[src/sv/vsd_pkg.sv]
`default_nettype none
package vsd_pkg;

   localparam int unsigned POS_W       = 4;
   localparam logic [3:0]  LAST_POS    = 4'd8;   // ninth byte position
   localparam int unsigned GROUP_BITS  = 7;
   localparam int unsigned TOP_SHIFT   = 56;
   localparam int unsigned QUEUE_DEPTH = 4;
   localparam int unsigned QUEUE_AW    = $clog2(QUEUE_DEPTH);

   typedef enum logic [1:0] {
      MODE_UNSIGNED_PLAIN = 2'd0,
      MODE_UNSIGNED_BIJ   = 2'd1,
      MODE_SIGNED_PLAIN   = 2'd2,
      MODE_SIGNED_BIJ     = 2'd3
   } mode_type;

   typedef enum logic {
      STATUS_OK        = 1'b0,
      STATUS_TRUNCATED = 1'b1
   } status_type;

   typedef struct packed {
      logic [7:0] data_byte;
      logic       end_of_buffer;
   } req_item_type;

   typedef struct packed {
      logic [63:0] value;
      logic [3:0]  byte_count;
      logic        status;
   } rsp_item_type;

   // classified byte handed from front to back
   typedef struct packed {
      logic [63:0] addend;
      logic [3:0]  byte_count;
      logic        done;
      logic        trunc;
      logic        bijective;
      logic        is_signed;
   } op_type;

endpackage
`default_nettype wire

[src/sv/vsd_front.sv]
`default_nettype none
module vsd_front (
   input  wire                   clock,
   input  wire                   reset,
   input  wire                   accept,
   input  vsd_pkg::req_item_type req_item,
   input  vsd_pkg::mode_type     mode,
   output vsd_pkg::op_type       op
);
   import vsd_pkg::*;

   logic [POS_W-1:0] pos_ff, pos_in;
   logic             ninth;
   logic [5:0]       shift;
   logic [63:0]      low_part;

   assign ninth = (pos_ff >= LAST_POS);
   assign shift = 6'(pos_ff[2:0]) * 6'(GROUP_BITS);

   // low seven bits plus the bijective offset one place above them
   assign low_part = {56'd0,
                      req_item.data_byte[7] & mode[0],
                      req_item.data_byte[6:0]};

   always_comb begin
      op.bijective  = mode[0];
      op.is_signed  = mode[1];
      op.byte_count = pos_ff + 4'd1;
      if (ninth) begin
         op.addend = {req_item.data_byte, TOP_SHIFT'(0)};
         op.done   = 1'b1;
      end else begin
         op.addend = low_part << shift;
         op.done   = ~req_item.data_byte[7];
      end
      op.trunc = ~op.done & req_item.end_of_buffer;
   end

   always_comb begin
      pos_in = pos_ff;
      if (accept) begin
         if (op.done || op.trunc) begin
            pos_in = '0;
         end else begin
            pos_in = pos_ff + 4'd1;
         end
      end
   end

   always_ff @(posedge clock) begin
      if (reset) begin
         pos_ff <= '0;
      end else begin
         pos_ff <= pos_in;
      end
   end

endmodule
`default_nettype wire

[src/sv/vsd_queue.sv]
`default_nettype none
module vsd_queue (
   input  wire              clock,
   input  wire              reset,
   input  wire              wr_en,
   input  vsd_pkg::op_type  wr_data,
   output logic             full,
   input  wire              rd_en,
   output vsd_pkg::op_type  rd_data,
   output logic             empty
);
   import vsd_pkg::*;

   op_type                mem_ff [QUEUE_DEPTH];
   logic [QUEUE_AW-1:0]   wr_ptr_ff, wr_ptr_in;
   logic [QUEUE_AW-1:0]   rd_ptr_ff, rd_ptr_in;
   logic [QUEUE_AW:0]     count_ff, count_in;
   logic                  do_wr, do_rd;

   assign full    = (count_ff == (QUEUE_AW+1)'(QUEUE_DEPTH));
   assign empty   = (count_ff == '0);
   assign do_wr   = wr_en & ~full;
   assign do_rd   = rd_en & ~empty;
   assign rd_data = mem_ff[rd_ptr_ff];

   always_comb begin
      wr_ptr_in = do_wr ? wr_ptr_ff + 1'b1 : wr_ptr_ff;
      rd_ptr_in = do_rd ? rd_ptr_ff + 1'b1 : rd_ptr_ff;
      count_in  = count_ff;
      if (do_wr && !do_rd) begin
         count_in = count_ff + 1'b1;
      end else if (do_rd && !do_wr) begin
         count_in = count_ff - 1'b1;
      end
   end

   always_ff @(posedge clock) begin
      if (do_wr) begin
         mem_ff[wr_ptr_ff] <= wr_data;
      end
   end

   always_ff @(posedge clock) begin
      if (reset) begin
         wr_ptr_ff <= '0;
         rd_ptr_ff <= '0;
         count_ff  <= '0;
      end else begin
         wr_ptr_ff <= wr_ptr_in;
         rd_ptr_ff <= rd_ptr_in;
         count_ff  <= count_in;
      end
   end

endmodule
`default_nettype wire

[src/sv/vsd_back.sv]
`default_nettype none
module vsd_back (
   input  wire                   clock,
   input  wire                   reset,
   input  vsd_pkg::op_type       op,
   input  wire                   op_empty,
   output logic                  op_pop,
   input  wire                   pop,
   output logic                  empty,
   output vsd_pkg::rsp_item_type rsp_item
);
   import vsd_pkg::*;

   // accumulator
   logic [63:0]       acc_ff, acc_in;
   logic [63:0]       sum;

   // remap stage
   logic              stg_valid_ff, stg_valid_in;
   logic [63:0]       stg_raw_ff;
   logic [3:0]        stg_count_ff;
   logic              stg_status_ff;
   logic              stg_remap_ff;
   logic              stg_bij_ff;
   logic              stg_ready;
   logic              finish;

   // remap logic
   logic              neg;
   logic [63:0]       squeezed;
   logic [63:0]       remapped;
   rsp_item_type      rsp_new;

   // result queue
   rsp_item_type      outq_ff [QUEUE_DEPTH];
   logic [QUEUE_AW-1:0] owr_ptr_ff, owr_ptr_in;
   logic [QUEUE_AW-1:0] ord_ptr_ff, ord_ptr_in;
   logic [QUEUE_AW:0]   ocount_ff, ocount_in;
   logic                out_full, out_push, out_pop;

   assign out_full  = (ocount_ff == (QUEUE_AW+1)'(QUEUE_DEPTH));
   assign empty     = (ocount_ff == '0);
   assign out_push  = stg_valid_ff & ~out_full;
   assign out_pop   = pop & ~empty;
   assign rsp_item  = outq_ff[ord_ptr_ff];

   assign stg_ready = ~stg_valid_ff | ~out_full;
   assign op_pop    = ~op_empty & stg_ready;
   assign sum       = acc_ff + op.addend;
   assign finish    = op.done | op.trunc;

   always_comb begin
      acc_in = acc_ff;
      if (op_pop) begin
         acc_in = finish ? 64'd0 : sum;
      end
      stg_valid_in = stg_valid_ff;
      if (op_pop && finish) begin
         stg_valid_in = 1'b1;
      end else if (out_push) begin
         stg_valid_in = 1'b0;
      end
   end

   // drop sign bit 6, pull bits 63..7 down one place
   assign neg      = stg_raw_ff[6];
   assign squeezed = {1'b0, stg_raw_ff[63:7], stg_raw_ff[5:0]};

   always_comb begin
      remapped = stg_raw_ff;
      if (stg_remap_ff) begin
         if (stg_bij_ff) begin
            remapped = squeezed ^ {64{neg}};
         end else if (neg) begin
            remapped = (64'd0 - squeezed) | {1'b1, 63'd0};
         end else begin
            remapped = squeezed;
         end
      end
      rsp_new.value      = remapped;
      rsp_new.byte_count = stg_count_ff;
      rsp_new.status     = stg_status_ff;
   end

   always_ff @(posedge clock) begin
      if (op_pop && finish) begin
         stg_raw_ff    <= op.done ? sum : 64'd0;
         stg_count_ff  <= op.byte_count;
         stg_status_ff <= op.done ? STATUS_OK : STATUS_TRUNCATED;
         stg_remap_ff  <= op.done & op.is_signed;
         stg_bij_ff    <= op.bijective;
      end
      if (out_push) begin
         outq_ff[owr_ptr_ff] <= rsp_new;
      end
   end

   always_comb begin
      owr_ptr_in = out_push ? owr_ptr_ff + 1'b1 : owr_ptr_ff;
      ord_ptr_in = out_pop ? ord_ptr_ff + 1'b1 : ord_ptr_ff;
      ocount_in  = ocount_ff;
      if (out_push && !out_pop) begin
         ocount_in = ocount_ff + 1'b1;
      end else if (out_pop && !out_push) begin
         ocount_in = ocount_ff - 1'b1;
      end
   end

   always_ff @(posedge clock) begin
      if (reset) begin
         acc_ff       <= '0;
         stg_valid_ff <= 1'b0;
         owr_ptr_ff   <= '0;
         ord_ptr_ff   <= '0;
         ocount_ff    <= '0;
      end else begin
         acc_ff       <= acc_in;
         stg_valid_ff <= stg_valid_in;
         owr_ptr_ff   <= owr_ptr_in;
         ord_ptr_ff   <= ord_ptr_in;
         ocount_ff    <= ocount_in;
      end
   end

endmodule
`default_nettype wire

[src/sv/varint_stream_decoder.sv]
// a result item becomes visible once its final byte has passed the op queue, the remap stage and the result queue
// throughput: one byte item per cycle while the result queue is being drained
// the accumulator add in the back end takes one byte per cycle while the remap stage is free
// reset: synchronous, active high; clears mode, position, accumulator and both queues
// both queues hold 4 items, so each side can stall for a while on its own
`default_nettype none
module varint_stream_decoder (
   input  wire                   clock,
   input  wire                   reset,
   // input item channel
   input  wire                   push,
   output logic                  full,
   input  vsd_pkg::req_item_type req_item,
   // result item channel
   input  wire                   pop,
   output logic                  empty,
   output vsd_pkg::rsp_item_type rsp_item,
   // mode register write
   input  wire                   valid,
   output logic                  ready,
   input  wire [1:0]             csr_wdata
);
   import vsd_pkg::*;

   mode_type mode_ff, mode_in;
   logic     accept;
   op_type   front_op;
   op_type   back_op;
   logic     op_empty;
   logic     op_pop;

   // mode register, always writable
   assign ready   = 1'b1;
   assign mode_in = (valid && ready) ? mode_type'(csr_wdata) : mode_ff;

   always_ff @(posedge clock) begin
      if (reset) begin
         mode_ff <= MODE_UNSIGNED_PLAIN;
      end else begin
         mode_ff <= mode_in;
      end
   end

   assign accept = push & ~full;

   // front: tracks byte position, builds the shifted addend and end flags
   vsd_front u_front (
      .clock    (clock),
      .reset    (reset),
      .accept   (accept),
      .req_item (req_item),
      .mode     (mode_ff),
      .op       (front_op)
   );

   // decoupling queue between front and back
   vsd_queue u_queue (
      .clock   (clock),
      .reset   (reset),
      .wr_en   (accept),
      .wr_data (front_op),
      .full    (full),
      .rd_en   (op_pop),
      .rd_data (back_op),
      .empty   (op_empty)
   );

   // back: accumulate, remap signed values, queue up result items
   vsd_back u_back (
      .clock    (clock),
      .reset    (reset),
      .op       (back_op),
      .op_empty (op_empty),
      .op_pop   (op_pop),
      .pop      (pop),
      .empty    (empty),
      .rsp_item (rsp_item)
   );

`ifndef SYNTH
   // a truncated item never carries a value
   a_trunc_zero: assert property (@(posedge clock) disable iff (reset)
      (!empty && rsp_item.status == STATUS_TRUNCATED) |-> rsp_item.value == 64'd0)
      else $error("truncated item with non-zero value");

   // byte count stays within one to nine
   a_count_range: assert property (@(posedge clock) disable iff (reset)
      !empty |-> (rsp_item.byte_count != 4'd0 && rsp_item.byte_count <= 4'd9))
      else $error("byte count out of range");

   // a truncation can only happen before the ninth byte
   a_trunc_short: assert property (@(posedge clock) disable iff (reset)
      (!empty && rsp_item.status == STATUS_TRUNCATED) |-> rsp_item.byte_count <= 4'd8)
      else $error("truncation on ninth byte");

   // nothing waiting straight after reset
   a_reset_empty: assert property (@(posedge clock) reset |=> empty)
      else $error("result queue not empty after reset");
`endif

endmodule
`default_nettype wire

[config.mk]
export PLATFORM = sky130hd
export DESIGN_NAME = varint_stream_decoder
export DESIGN_NICKNAME = d
export VERILOG_FILES = /design/src/sv/vsd_pkg.sv /design/src/sv/vsd_front.sv /design/src/sv/vsd_queue.sv /design/src/sv/vsd_back.sv /design/src/sv/varint_stream_decoder.sv
export SDC_FILE = /design/constraint.sdc
export NUM_CORES = 1
export LEC_CHECK = 0
export ABC_CLOCK_PERIOD_IN_PS = 4800
export BUFFER_PORTS_ARGS = -buffer_cell sky130_fd_sc_hd__buf_4
export CORE_UTILIZATION = 35
export DETAILED_ROUTE_END_ITERATION = 10
export PLACE_DENSITY_LB_ADDON = 0.2
export SYNTH_ARGS = -nofsm -noshare
export SYNTH_HDL_FRONTEND = slang
export SYNTH_HIERARCHICAL = 1
export SYNTH_SLANG_ARGS = --single-unit
[constraint.sdc]
create_clock -name clock -period 4.8 [get_ports clock]
set_input_delay 0.24 -clock clock [delete_from_list [all_inputs] [get_ports clock]]
set_output_delay 0.24 -clock clock [all_outputs]
set_load 0.03 [all_outputs]
==> impl_metrics.py <==
metrics = {
    "status": {
        "outcome": "completed",
    },
    "pwr": {
        "vdd_drop_max_mv": 0.2789,
        "seqPwrFrac": 0.386,
        "power.density_mw_per_mm2": 653.5,
        "internal_power_uw": 15880,
        "pwr-share-comb": 0.385,
        "p_switching_uw": 9291,
        "power.total_uw": 25170,
        "swShare": 0.3691,
        "power.leakage_uw": 0.01315,
        "pwr-share-clk": 0.229,
    },
    "floorplan": {
        "die_area_mm2": 0.09749,
        "dieHeight_um": 312.2,
        "die_w_um": 312.2,
        "core.rowCount": 113,
        "ios": 88,
        "initial_core_util": 0.3540,
        "coreArea_mm2": 0.09515,
    },
    "synth": {
        "synth.distinct_cells": 93,
        "synth_top_flop_cell": "edfxtp_1",
        "syn_nets": 2488,
        "yosys.area.top_type_share": 0.5661,
        "synth_area_mm2": 0.03368,
        "async_reset_ff_frac": 0,
        "yosys-top-cells-count": "edfxtp_1 (635), nor2_1 (203), a21oi_1 (146)",
        "synth_area_leaders": "edfxtp_1 (57%), mux4_2 (9.3%), dfxtp_1 (5.3%)",
        "seq_area_frac_synth": 0.6190,
        "synth-seq-cells": 724,
        "synth_largest_area_cell": "edfxtp_1",
        "synth_edf_count": 635,
        "yosysMostFrequentCell": "edfxtp_1",
        "synth-warning-count": 6,
        "avgSynthCellArea_um2": 14.12,
        "syn_inst": 2385,
    },
    "clock_tree": {
        "cts_buffer_depth": 3,
        "htreeDepth": 3,
        "cts.clk_slew.worst_paths_ns": 0.06,
        "clkLatencyLatePin_ns": 0.62,
        "cts_buffers": 79,
        "cts_tree": "done",
        "ctsResizeCount": 0,
        "cts_sinks": 724,
        "clock_tree.root_cell": "clkbuf_16",
    },
    "timing": {
        "slew_headroom": 0.3267,
        "clock.fmax_mhz": 226.7,
        "setup_viol": 0,
        "period_share": 0.9190,
        "finalMaxSlewViolations": 0,
        "skew_ns": 0.02619,
        "hold_viol": 0,
        "fin_tns_setup_ns": 0,
        "finalCriticalPeriod_ns": 4.411,
        "rsz0062_at_grt": "no",
        "tightest_slew_ns": 1.006,
    },
    "drt": {
        "drc": 0,
        "drt_first_pass_iters": 7,
        "wirelength_mm": 84.58,
        "viasPerCell": 5.341,
        "vias": 20470,
        "drt_iter0_markers": 1626,
        "avgRoutedWirePerCell_um": 22.07,
        "ant_nets": 0,
    },
    "global_route": {
        "grt_first_pass_wirelength_mm": 128.7,
        "grt_overflow": 0,
        "track_usage": 0.1733,
        "grt_max_degree": 70,
        "grt_antenna_before_repair": 1,
        "grt_pass1_vias": 20560,
    },
    "setup_path": {
        "startpoint_type": "register",
        "end_kind": "register",
        "crit_path_max_fanout": 35,
        "worstPathArrival_ns": 4.79,
        "critical_path_class": "register to register",
        "crit_required_ns": 5.18,
    },
    "run": {
        "drv_cap": 0,
    },
    "cells_and_area": {
        "area_delta_synth_final_pct": 14.34,
        "design_area_mm2": 0.03851,
        "fin_nets": 2606,
        "drive_gt1_frac": 0.1843,
    },
    "placed_design": {
        "gp_congestion": 0.8944,
        "place_area_mm2": 0.03596,
        "dp_hpwl_mm": 59.49,
        "port_buffers": 86,
    },
    "worst_hold_path": {
        "hold_path.class": "primary input to register",
    },
}
-- repair_timing --
item	CTS	global route
hold endpoints to repair	5	0
buffers inserted	0	0
hold buffers	6	0
-- power groups by stage --
stage	logic [uW]	clock network [uW]	registers (uW)
detailed placement	9720	0	9840
floorplan	6770	0	9450
finish	9690	5760	9710
global route	10500	6190	9850
global placement	9660	0	9800
CTS	9770	5930	9720
-- final timing paths --
path / cells after the start / endpoint / slack [ns] / startpoint
max: 12 / u_back/stg_raw_ff[62] / 0.39 / register
min: 4 / u_front/pos_ff[1] / 0.04 / req_item[0]
max reg2reg: 12 / u_back/stg_raw_ff[62] / 0.39 / register
min reg2reg: 2 / u_back/acc_ff[61] / 0.47 / u_back/acc_ff[61]
-- layer usage --
metal  GRT usage  part of all wire  vias to the layer above
met5           0                 0                        -
met4     0.05192             0.022                        0
met3     0.02123             0.039                      115
met2      0.2754              0.46                      523
met1      0.2484              0.48                    10290
li1            -                 -                     9539
-- flip-flops by register name (all words and copies together), names as in the netlist, named ones only --
signal and cells:
u_back/stg_valid_ff 1, u_back/stg_status_ff 1, u_queue/rd_ptr_ff 2, u_back/outq_ff 276
u_queue/wr_ptr_ff 2, u_back/stg_remap_ff 1, u_back/acc_ff 64, u_back/ocount_ff 3
u_back/stg_raw_ff 64, u_front/pos_ff 4, u_queue/mem_ff 288, u_back/stg_bij_ff 1
u_queue/count_ff 3, u_back/ord_ptr_ff 2, mode_ff 2, u_back/stg_count_ff 4
u_back/owr_ptr_ff 2
-- cells in the final DEF, fill, tap and decap left out, types with 64 or more instances in the layout --
cell type	synthesis	layout
a21oi_1	146	146
and2_1	72	64
buf_4	4	143
clkbuf_16	0	83
dfxtp_1	89	85
edfxtp_1	635	635
ha_1	81	81
mux4_2	139	139
nand2_1	131	131
nor2_1	203	202
o21ai_0	81	81
-- kinds of logic (layout without fill, tap and decap cells) --
family          count (synthesis)  count (layout)  synth area share
other cells                     1               2         0.0001113
simple gates                  643             643           0.09557
buf+inv                       166             347           0.02325
compound gates                474             474           0.09264
flops                         724             724            0.6190
xor+xnor                      106             106           0.02756
fa+ha+maj                      87              87           0.03365
mux                           184             184            0.1082
-- layout make-up --
cell class,instances,area (um2)
antenna,1,2.502
clock buffer,104,2196
clock inverter,40,294.0
fill,8668,56640
inverter,44,165.2
multi-input combinational,1495,12080
sequential,724,20860
tap,1265,1583
timing repair buffer,159,1334
-- per-stage QoR --
step           worst slack [ns]  std cells  hold WS (ns)    util
2_1_floorplan            0.6632       2385        0.3124       -
3_3_place_gp             0.3599       3681        0.4450  0.3779
3_5_place_dp             0.3979       3681        0.4527  0.3779
4_1_cts                  0.3989       3831      0.008034  0.4047
5_1_grt                  0.1099       3831       0.06811  0.4047
6_report                 0.3890       3832       0.04130  0.4048
-- worst max-delay path: stages, from the launching register on --
cell,delay (ns)
dfxtp_4,0.39
buf_12,0.27
mux4_2,0.56
ha_1,0.45
and3_4,0.27
nand4_4,0.13
or3_4,0.42
a2111oi_2,0.32
a211oi_2,0.17
o41ai_2,0.61
a311oi_1,0.20
xnor2_1,0.17
and2_1,0.16
Power figures use the tool's default switching activity.
